===== config.mk =====
export PLATFORM = sky130hd
export DESIGN_NAME = gregorian_date_ordinal_convert
export DESIGN_NICKNAME = d
export VERILOG_FILES = /design/src/rtl/gdoc_pkg.sv /design/src/rtl/gdoc_front.sv /design/src/rtl/gdoc_check.sv /design/src/rtl/gdoc_back.sv /design/src/rtl/gregorian_date_ordinal_convert.sv
export VERILOG_INCLUDE_DIRS = /design/src /design/src/rtl
export SDC_FILE = /design/constraint.sdc
export NUM_CORES = 1
export LEC_CHECK = 0
export ABC_AREA = 1
export BUFFER_PORTS_ARGS = -buffer_cell sky130_fd_sc_hd__buf_2
export CORE_MARGIN = 2
export CORE_UTILIZATION = 57
export CTS_CLUSTER_DIAMETER = 80
export DETAILED_ROUTE_END_ITERATION = 8
export PLACE_DENSITY = 0.77
export SLEW_MARGIN = 20
export SYNTH_ARGS = -nofsm -noshare
export SYNTH_HDL_FRONTEND = slang
export SYNTH_SLANG_ARGS = --single-unit

===== constraint.sdc =====
create_clock -name clock -period 7 [get_ports clock]
set_clock_uncertainty 0.2 [all_clocks]
set_input_delay 1.05 -clock clock [delete_from_list [all_inputs] [get_ports clock]]
set_output_delay 1.05 -clock clock [all_outputs]
set_load 0.02 [all_outputs]

===== src/rtl/gregorian_date_ordinal_convert_assert.svh =====
// ----------------------------------------------------------------------------
// gregorian_date_ordinal_convert_assert.svh
// assertion helper macros used by the result stage of the converter pipeline
// ----------------------------------------------------------------------------
`ifndef GREGORIAN_DATE_ORDINAL_CONVERT_ASSERT_SVH
`define GREGORIAN_DATE_ORDINAL_CONVERT_ASSERT_SVH

// same-cycle implication, disabled while reset is high
`define GDOC_ASSERT_SAME(label, clk, rst, ante, cons) \
   label: assert property (@(posedge clk) disable iff (rst) (ante) |-> (cons)) \
      else $error("gdoc assertion failed");

// next-cycle implication, disabled while reset is high
`define GDOC_ASSERT_NEXT(label, clk, rst, ante, cons) \
   label: assert property (@(posedge clk) disable iff (rst) (ante) |=> (cons)) \
      else $error("gdoc assertion failed");

`endif


===== src/rtl/gdoc_pkg.sv =====
// ----------------------------------------------------------------------------
// gdoc_pkg
// shared constants, calendar tables and stage types of the date converter
// ----------------------------------------------------------------------------
package gdoc_pkg;

   localparam int YEAR_W  = 16;
   localparam int MONTH_W = 4;
   localparam int DAY_W   = 9;
   localparam int DOM_W   = 5;
   localparam int YMAG_W  = YEAR_W - 1;
   localparam int GT_W    = 11;

   // conversion modes
   localparam logic MODE_TO_ORDINAL = 1'b0;
   localparam logic MODE_TO_DATE    = 1'b1;

   // divisibility by 25 through the modular inverse of 25 mod 2**15
   localparam logic [YMAG_W-1:0] INV25     = 15'd23593;
   localparam logic [YMAG_W-1:0] DIV25_MAX = 15'd1310;

   localparam logic [MONTH_W-1:0] MONTH_FIRST = 4'd1;
   localparam logic [MONTH_W-1:0] MONTH_LAST  = 4'd12;
   localparam logic [DAY_W-1:0]   YEAR_DAYS   = 9'd365;
   localparam logic [DAY_W-1:0]   LEAP_DAYS   = 9'd366;

   typedef struct packed {
      logic                mode;
      logic                neg;
      logic [3:0]          yr_lo;
      logic [YMAG_W-1:0]   prod;
      logic [MONTH_W-1:0]  month;
      logic [DAY_W-1:0]    day_value;
   } s1_type;

   typedef struct packed {
      logic                mode;
      logic                err;
      logic                leap;
      logic [MONTH_W-1:0]  month;
      logic [DAY_W-1:0]    day_value;
      logic [GT_W-1:0]     gt;
   } s2_type;

   function automatic logic [DOM_W-1:0] month_len(input logic leap,
                                                  input logic [MONTH_W-1:0] m);
      logic [DOM_W-1:0] len;
      unique case (m)
         4'd1, 4'd3, 4'd5, 4'd7, 4'd8, 4'd10, 4'd12: len = 5'd31;
         4'd4, 4'd6, 4'd9, 4'd11:                    len = 5'd30;
         4'd2:                                       len = leap ? 5'd29 : 5'd28;
         default:                                    len = 5'd0;
      endcase
      return len;
   endfunction

   // days of the year that come before the first of month m
   function automatic logic [DAY_W-1:0] cum_before(input logic leap,
                                                   input logic [MONTH_W-1:0] m);
      logic [DAY_W-1:0] base;
      unique case (m)
         4'd2:    base = 9'd31;
         4'd3:    base = 9'd59;
         4'd4:    base = 9'd90;
         4'd5:    base = 9'd120;
         4'd6:    base = 9'd151;
         4'd7:    base = 9'd181;
         4'd8:    base = 9'd212;
         4'd9:    base = 9'd243;
         4'd10:   base = 9'd273;
         4'd11:   base = 9'd304;
         4'd12:   base = 9'd334;
         default: base = 9'd0;
      endcase
      if (leap && (m >= 4'd3) && (m <= MONTH_LAST)) begin
         base = base + 9'd1;
      end
      return base;
   endfunction

endpackage


===== src/rtl/gdoc_front.sv =====
// ----------------------------------------------------------------------------
// gdoc_front
// stage one: captures the word and forms the divide-by-25 test product
// ----------------------------------------------------------------------------
module gdoc_front
   import gdoc_pkg::*;
(
   input  logic                      clock,
   input  logic                      reset,
   input  logic                      in_valid,
   input  logic                      in_mode,
   input  logic signed [YEAR_W-1:0]  in_year,
   input  logic [MONTH_W-1:0]        in_month,
   input  logic [DAY_W-1:0]          in_day_value,
   output logic                      s1_valid,
   output s1_type                    s1
);

   logic [YMAG_W-1:0]   prod_lo;
   logic                valid_ff;
   s1_type              s1_ff;
   s1_type              s1_in;

   // only the product modulo 2**15 matters for the test
   assign prod_lo = in_year[YMAG_W-1:0] * INV25;

   always_comb begin
      s1_in.mode      = in_mode;
      s1_in.neg       = in_year[YEAR_W-1];
      s1_in.yr_lo     = in_year[3:0];
      s1_in.prod      = prod_lo;
      s1_in.month     = in_month;
      s1_in.day_value = in_day_value;
   end

   always_ff @(posedge clock) begin
      if (reset) begin
         valid_ff <= 1'b0;
      end else begin
         valid_ff <= in_valid;
      end
   end

   always_ff @(posedge clock) begin
      s1_ff <= s1_in;
   end

   assign s1_valid = valid_ff;
   assign s1       = s1_ff;

endmodule


===== src/rtl/gdoc_check.sv =====
// ----------------------------------------------------------------------------
// gdoc_check
// stage two: leap year, range checks and month boundary compares
// ----------------------------------------------------------------------------
module gdoc_check
   import gdoc_pkg::*;
(
   input  logic   clock,
   input  logic   reset,
   input  logic   s1_valid,
   input  s1_type s1,
   output logic   s2_valid,
   output s2_type s2
);

   logic   div25;
   logic   leap;
   logic   err_ord;
   logic   err_date;
   logic   valid_ff;
   s2_type s2_ff;
   s2_type s2_in;

   assign div25 = (s1.prod <= DIV25_MAX);
   // div by 100 is div by 4 and 25, div by 400 is div by 16 and 25
   assign leap  = ((s1.yr_lo[1:0] == 2'd0) && !div25) ||
                  ((s1.yr_lo == 4'd0) && div25);

   assign err_ord = (s1.month < MONTH_FIRST) || (s1.month > MONTH_LAST) ||
                    (s1.day_value == '0) ||
                    (s1.day_value > {{(DAY_W-DOM_W){1'b0}}, month_len(leap, s1.month)});
   assign err_date = (s1.day_value == '0) ||
                     (s1.day_value > (leap ? LEAP_DAYS : YEAR_DAYS));

   always_comb begin
      s2_in.mode      = s1.mode;
      s2_in.leap      = leap;
      s2_in.month     = s1.month;
      s2_in.day_value = s1.day_value;
      s2_in.err       = s1.neg || ((s1.mode == MODE_TO_ORDINAL) ? err_ord : err_date);
      // bit i: ordinal lies past the end of month i+1
      for (int i = 0; i < GT_W; i++) begin
         s2_in.gt[i] = s1.day_value > cum_before(leap, MONTH_W'(i + 2));
      end
   end

   always_ff @(posedge clock) begin
      if (reset) begin
         valid_ff <= 1'b0;
      end else begin
         valid_ff <= s1_valid;
      end
   end

   always_ff @(posedge clock) begin
      s2_ff <= s2_in;
   end

   assign s2_valid = valid_ff;
   assign s2       = s2_ff;

endmodule


===== src/rtl/gdoc_back.sv =====
// ----------------------------------------------------------------------------
// gdoc_back
// stage three: ordinal sum or month pick, result register and strobe
// ----------------------------------------------------------------------------
module gdoc_back
   import gdoc_pkg::*;
(
   input  logic               clock,
   input  logic               reset,
   input  logic               s2_valid,
   input  s2_type             s2,
   output logic               out_valid,
   output logic [DAY_W-1:0]   out_ordinal_day,
   output logic [MONTH_W-1:0] out_month_out,
   output logic [DOM_W-1:0]   out_day_of_month,
   output logic               out_error
);

`include "gregorian_date_ordinal_convert_assert.svh"

   logic [MONTH_W-1:0] pick_month;
   logic [DAY_W-1:0]   pick_day;
   logic [DAY_W-1:0]   ord_sum;

   logic               valid_ff;
   logic [DAY_W-1:0]   ord_ff;
   logic [DAY_W-1:0]   ord_in;
   logic [MONTH_W-1:0] mon_ff;
   logic [MONTH_W-1:0] mon_in;
   logic [DOM_W-1:0]   dom_ff;
   logic [DOM_W-1:0]   dom_in;
   logic               err_ff;
   logic               err_in;

   assign ord_sum = s2.day_value + cum_before(s2.leap, s2.month);
   // boundary flags are monotone, so their count gives the month
   assign pick_month = MONTH_FIRST + MONTH_W'($countones(s2.gt));
   assign pick_day   = s2.day_value - cum_before(s2.leap, pick_month);

   always_comb begin
      ord_in = '0;
      mon_in = '0;
      dom_in = '0;
      err_in = s2.err;
      if (!s2.err) begin
         if (s2.mode == MODE_TO_ORDINAL) begin
            ord_in = ord_sum;
         end else begin
            mon_in = pick_month;
            dom_in = pick_day[DOM_W-1:0];
         end
      end
   end

   always_ff @(posedge clock) begin
      if (reset) begin
         valid_ff <= 1'b0;
      end else begin
         valid_ff <= s2_valid;
      end
   end

   always_ff @(posedge clock) begin
      ord_ff <= ord_in;
      mon_ff <= mon_in;
      dom_ff <= dom_in;
      err_ff <= err_in;
   end

   assign out_valid        = valid_ff;
   assign out_ordinal_day  = ord_ff;
   assign out_month_out    = mon_ff;
   assign out_day_of_month = dom_ff;
   assign out_error        = err_ff;

   `GDOC_ASSERT_NEXT(a_valid_follows, clock, reset, s2_valid, out_valid)
   `GDOC_ASSERT_SAME(a_err_zero, clock, reset, out_valid && out_error, (ord_ff == '0) && (mon_ff == '0) && (dom_ff == '0))
   `GDOC_ASSERT_SAME(a_one_mode, clock, reset, out_valid && !out_error, (ord_ff != '0) ^ (mon_ff != '0))
   `GDOC_ASSERT_SAME(a_date_range, clock, reset, out_valid && (mon_ff != '0), (mon_ff <= MONTH_LAST) && (dom_ff != '0))

endmodule


===== src/rtl/gregorian_date_ordinal_convert.sv =====
// ----------------------------------------------------------------------------
// gregorian_date_ordinal_convert
// gregorian date to day-of-year converter and back, with range checking
// ----------------------------------------------------------------------------
// A word is taken on every clock edge where start is high; busy never rises,
// so one conversion enters per cycle. Each result passes the multiply stage,
// check stage and result stage registers, reaches the rsp_ ports in order
// and is shown for one cycle with rsp_valid high. The receiver cannot stall,
// so nothing is buffered beyond the three pipeline registers. On an invalid
// year or day, or an invalid month in date-to-ordinal mode, rsp_error is set
// and the other fields read zero.
module gregorian_date_ordinal_convert
   import gdoc_pkg::*;
(
   input  logic                      clock,
   input  logic                      reset,
   input  logic                      start,
   output logic                      busy,
   input  logic                      req_mode,
   input  logic signed [YEAR_W-1:0]  req_year,
   input  logic [MONTH_W-1:0]        req_month,
   input  logic [DAY_W-1:0]          req_day_value,
   output logic                      rsp_valid,
   output logic [DAY_W-1:0]          rsp_ordinal_day,
   output logic [MONTH_W-1:0]        rsp_month_out,
   output logic [DOM_W-1:0]          rsp_day_of_month,
   output logic                      rsp_error
);

   logic   accept;
   logic   s1_valid;
   s1_type s1;
   logic   s2_valid;
   s2_type s2;

   assign busy   = 1'b0;
   assign accept = start && !busy;

   gdoc_front u_front (
      .clock        (clock),
      .reset        (reset),
      .in_valid     (accept),
      .in_mode      (req_mode),
      .in_year      (req_year),
      .in_month     (req_month),
      .in_day_value (req_day_value),
      .s1_valid     (s1_valid),
      .s1           (s1)
   );

   gdoc_check u_check (
      .clock    (clock),
      .reset    (reset),
      .s1_valid (s1_valid),
      .s1       (s1),
      .s2_valid (s2_valid),
      .s2       (s2)
   );

   gdoc_back u_back (
      .clock            (clock),
      .reset            (reset),
      .s2_valid         (s2_valid),
      .s2               (s2),
      .out_valid        (rsp_valid),
      .out_ordinal_day  (rsp_ordinal_day),
      .out_month_out    (rsp_month_out),
      .out_day_of_month (rsp_day_of_month),
      .out_error        (rsp_error)
   );

endmodule


======== Word-level counts from Yosys, hierarchy flattened ========
Memories as Yosys holds them, arrays and structs flattened. A register that Yosys moved wholly into a read port is not among the register bits.
Cells that the tools add are included.
cells by class
  add/subtract/negate cells ............... 15
  multipliers ............................. 1
  magnitude comparators ................... 20
  equal/unequal tests ..................... 12
  mux-type cells .......................... 16
  bitwise operators ....................... 1
  reduce and logical (&&, ||, !) cells .... 20
operator list
  cell                                                                             count
  9-bit by 8-bit greater-than comparator with 1-bit output                         4
  9-bit greater-than comparator                                                    4
  4-bit equality test, second input constant                                       5
  9-bit by 7-bit greater-than comparator with 1-bit output                         2
  4-bit adder                                                                      4
  4-bit by 3-bit equality test with 1-bit output, second input constant            4
  15-bit by 11-bit <= comparator with 1-bit output, second input constant          1
  15-bit by 15-bit multiplier with 15-bit output, second input constant            1
  5-bit case mux with 3 select lines                                               1
  1-bit by 1-bit adder with 2-bit output                                           5
  9-bit by 1-bit adder with 9-bit output, second input constant                    1
  9-bit adder                                                                      1
  9-bit by 5-bit greater-than comparator with 1-bit output                         1
  9-bit by 5-bit greater-than comparator with 1-bit output, second input constant  1
  9-bit by 6-bit greater-than comparator with 1-bit output                         1
  9-bit logical NOT                                                                1
  9-bit two-way mux                                                                1
  4-bit by 2-bit equality test with 1-bit output, second input constant            2
  4-bit by 2-bit >= comparator with 1-bit output, second input constant            2
  4-bit <= comparator, second input constant                                       2
  1-bit two-way mux                                                                7
  7-bit OR reduction                                                               1
  1-bit logical AND                                                                6
  1-bit logical OR                                                                 6
  17 further kinds                                                                 21
storage, ports and cells
  flip-flop bits (word level) ............. 83
  ROM bits ................................ 288
  word-level logic and storage cells ...... 106
  memories kept ........................... 2
memories
  name             depth  bits a word  read ports  clocked after memory_dff  write ports  line            RTL
  (no name shown)  16     9            1           0                         0            gdoc_pkg.sv:61  unique case (m)
  (no name shown)  16     9            1           1                         0            gdoc_pkg.sv:61

======== Longest topological paths before layout ========
  depth in word-level cells ............... 10
  depth in mapped cells ................... 32

======== Modules after synthesis ========
From an unflattened synthesis, not the netlist that was laid out.
unflattened totals
  cell total of the unflattened synthesis .. 734
  area total of the unflattened synthesis .. 5,776.8 µm²
by module, submodules not included
  module                          instances  cells each  area an instance (µm²)  seq. area each (µm²)
  gdoc_back                       1          309         2,194.6                 400.4
  gdoc_front                      1          221         2,124.5                 640.6
  gdoc_check                      1          202         1,446.4                 560.5
  gregorian_date_ordinal_convert  1          2           11.3                    0.0

======== Least setup slack after synthesis ========
OpenSTA, ideal clock, no wires.
  path type ............................... reg-to-reg
  start ................................... register u_check.s2_ff (netlist bit u_check.s2[8])
  end ..................................... register u_back.dom_ff[4], in the netlist u_back.out_day_of_month[4]
  setup time .............................. 0.119 ns
  arrival time ............................ 4.528 ns
  data required time ...................... 6.681 ns
  slack ................................... 2.154 ns
  cell stages (with the launch flop) ...... 26
  buffers on the path ..................... 0
  clock period less this slack ............ 4.846 ns
  cell sequence ........................... dfxtp_1 ha_1 fa_1 fa_1 fa_1 ha_1 fa_1 nand2_1 o21ai_0 nand2_1 nand3_1 inv_1 ha_1 inv_1 o21ai_0 fa_1 inv_1 nand3_1 nand2_1 nand2_1 nand2_1 nand2_1 nand2_1 nand3_1 nand2_1 nor2_1
on the way
  cells in the longest elaborated chain, start to end .. 9
ends and longest elaborated chain
  what                                                              line              RTL
  start: declaration                                                gdoc_check.sv:21  s2_type s2_ff;
  start signal: assignment                                          gdoc_check.sv:56  s2_ff <= s2_in;
  1-bit by 1-bit adder with 2-bit output (not written as such) (*)  gdoc_back.sv:37   assign pick_month = MONTH_FIRST + MONTH_W'($countones(s2.gt));
  4-bit by 1-bit adder with 4-bit output (not written as such) (*)  gdoc_back.sv:37
  4-bit adder (not written as such) (*)                             gdoc_back.sv:37
  1-bit by 4-bit adder with 4-bit output (*)                        gdoc_back.sv:37
  via u_back.pick_month[2]                                          gdoc_back.sv:21   logic [MONTH_W-1:0] pick_month;
  branches (longest 3 deep; another with memory read 16 x 9 bit)    -
  5-bit two-way mux (*)                                             gdoc_pkg.sv:75    if (leap && (m >= 4'd3) && (m <= MONTH_LAST)) begin
  5-bit subtractor (*)                                              gdoc_back.sv:38   assign pick_day = s2.day_value - cum_before(s2.leap, pick_month);
  end signal: assignment                                            gdoc_back.sv:66   dom_ff <= dom_in;
  end: declaration                                                  gdoc_back.sv:30   logic [DOM_W-1:0] dom_ff;
Mark *: on every way through the listed nets, which the timed path passes.
A chain may end at the register's enable or synchronous reset.

======== Final worst setup path ========
  start ................................... register u_check.s2_ff (netlist bit u_check.s2[8])
  end ..................................... register u_back.dom_ff[4], in the netlist u_back.out_day_of_month[4]
on the way
  cells in the longest elaborated chain, start to end .. 9
ends and longest elaborated chain
  what                                                              line
  1-bit by 1-bit adder with 2-bit output (not written as such) (*)  gdoc_back.sv:37
  4-bit by 1-bit adder with 4-bit output (not written as such) (*)  gdoc_back.sv:37
  4-bit adder (not written as such) (*)                             gdoc_back.sv:37
  1-bit by 4-bit adder with 4-bit output (*)                        gdoc_back.sv:37
  branches (longest 3 deep; another with memory read 16 x 9 bit)    -
  5-bit two-way mux (*)                                             gdoc_pkg.sv:75
  5-bit subtractor (*)                                              gdoc_back.sv:38
Every way passes the cells marked *.

==> metrics.yaml <==
run_status:
  status: "finished, final reports clean"
cts:
  clk_latency_ns: 0.36
  cts_hold_buffers: 0
  cts_resized: 0
  clk_pin_slew_ns: 0.08
  cts_made_buffers: 9
  h-tree-depth: 3
  cts_tree: "yes"
  cts_setup_buffers: 0
  root_buffer: "clkbuf_8"
  clk_path_buf_depth: 2
  clock-sinks: 87
cells_and_area:
  diodes: 0
  drive_gt1_frac: 0.103
  final_nets: 926
  layout_common_cells: "inv_1 (148), nand2_1 (135), ha_1 (99)"
  mostFrequentLayoutCell: "inv_1"
  final_util: 0.651
  area_growth_pct: 10.5
  fin_cells: 909
die:
  die_area_mm2: 0.0109
  start_util: 0.589
  chipWidth_um: 105
  die_y_um: 105
  coreArea_mm2: 0.00977
  rows: 36
  ios: 54
drt:
  drt-initial-drc-count: 182
  drt-total-wl_um: 10900
  ant_nets: 0
  drc: 0
  via_per_inst: 5.04
  drt-wirelength-per-cell_um: 11.9
  vias: 4579
  detail_route.first_pass.iterations: 4
power_and_ir_drop:
  p_clk_frac: 0.189
  p_leak_nw: 3.46
  netSwitchingPower_uw: 852
  irDropWorstVdd_v: 0.000236
  p_int_mw: 1.18
  p_seq_frac: 0.290
  p_comb_frac: 0.521
  switching_share: 0.419
  power_density_mw_per_mm2: 320
setup_path:
  r2r_slack_ns: 1.85
  path_max_fanout: 8
  critPathArrivalTime_ns: 5.20
  cp-startpoint: "u_check.s2[8]"
  crit_required_ns: 7.05
  r2r_start: "u_check.s2[8]"
  worst_setup_path_start_kind: "register"
  crit_type: "reg -> reg"
  critPathCaptureType: "register"
sta:
  fmax_ghz: 0.194
  worst_pin_slew_ns: 0.534
  period_share: 0.735
  hold_viol: 0
  slew_headroom: 0.643
  setup_ws_ns: 1.85
  setup_viol: 0
  rsz0062_at_grt: "no"
  min_period_ns: 5.15
  tns_ns: 0
  slew_violations: 0
min_path:
  min_path_type: "reg -> reg"
  min_from: "u_front.s1[33]"
synth:
  synthSimpleGateAreaFrac: 0.189
  synthCells: 715
  synth.cell_area_mm2: 0.00576
  avgSynthCellArea_um2: 8.05
  syn_nets: 869
  synth-edff-count: 0
  async_flop_share: 0
  ys_types: 45
  synth_warnings: 0
  seq_area_frac_synth: 0.302
  synthMuxAreaShare: 0
  synth_top_family_by_area: "adder cells"
  synth_compound_area_frac: 0.0760
  synth_flop_cell: "dfxtp_1"
  synth-adder-area-share: 0.292
  synth_xor_area_frac: 0.0365
  ys_seq_elements: 87
run:
  drv_cap: 0
placed_design:
  place_congestion: 0.931
  place_inst: 894
  port_buffers: 52
  dp_slack_ns: 1.86
  hpwl_um: 8960
grt:
  gr-usage-all-layers: 0.214
  grt_overflow: 0
  antenna_found_initial: 0
  grt_pass1_wl_um: 19300
  grt_max_degree: 15
  first_global_vias: 4579
[metrics by stage]
step | hold WS (ns) | instance area (µm²) | total power [mW]
after floorplan | 0.126 | 5760 | 1.44
after global placement | 0.159 | 6150 | 1.61
after detailed placement | 0.162 | 6150 | 1.66
after CTS | 0.175 | 6370 | 2.05
after global routing | 0.188 | 6370 | 2.25
final | 0.176 | 6370 | 2.03
[cell type report]
class                      instances  area, µm²
clock buffer                      11        141
multi-input combinational        473       3420
fill                             800       3410
timing repair buffer              52        260
clock inverter                     4       77.6
inverter                         149        559
sequential                        87       1740
tap                              133        166
[synthesized netlist by cell type (2+ instances only)]
master     count  area, µm²
a21oi_1       29        145
a31oi_1        3       18.8
a41oi_1        2       17.5
buf_2          3       15.0
dfxtp_1       87       1740
fa_1          22        440
ha_1          99       1240
inv_1        148        556
nand2_1      135        507
nand3_1       32        160
nand3b_1       2       15.0
nand4_1        7       43.8
nor2_1        52        195
nor2_2         4       25.0
nor3_1        10       50.1
o2111ai_1      2       17.5
o211ai_1       2       15.0
o21ai_0       23        115
o21ai_1        2       10.0
o21bai_1       4       30.0
xnor2_1       10       87.6
xor2_1        14        123
[worst max-delay path, stage by stage, from the launching register on]
cell     delay (ns)
dfxtp_1        0.31
ha_1           0.21
fa_1           0.50
fa_1           0.51
fa_1           0.49
ha_1           0.22
fa_1           0.40
inv_1          0.09
nand2_1        0.08
nand2_4        0.12
nand3_2        0.11
nand3_1        0.10
inv_1          0.07
ha_1           0.28
inv_1          0.05
o21ai_0        0.14
fa_1           0.41
inv_1          0.09
nand3_1        0.09
nand2_1        0.08
nand2_1        0.06
nand2_1        0.06
nand2_1        0.05
nand2_1        0.08
nand3_1        0.11
nand2_1        0.09
nor2_1         0.04
[layer usage]
layer	wire length [µm]	track usage	vias up
li1	-	-	2365
met1	4680	0.243	2089
met2	5520	0.396	101
met3	420	0.0395	24
met4	227	0.0801	0
met5	0	0	-
[worst paths after layout]
path | to | depth (start not counted)
worst min-delay path | u_check.s2[26] | 0
worst max-delay path | u_back.out_day_of_month[4] | 26
worst min register to register | u_check.s2[26] | 0
worst max register to register | u_back.out_day_of_month[4] | 26
[logic make-up after synthesis]
kind of cell,after synthesis
xor gates and xnor gates,24
other,1
buffers and inverters,155
DFF,87
and+or+nand+nor,252
AOI/OAI and AO/OA,75
adders and majority gates,121
[power groups by stage]
| stage | Sequential (mW) | Clock, mW | Combinational (mW) |
|---|---|---|---|
| floorplan | 0.612 | 0 | 0.823 |
| global placement | 0.601 | 0 | 1.00 |
| finish | 0.591 | 0.385 | 1.06 |
| global route | 0.598 | 0.413 | 1.24 |
| CTS | 0.591 | 0.394 | 1.06 |
| detailed placement | 0.603 | 0 | 1.05 |
(Power assumes the default switching activity.)
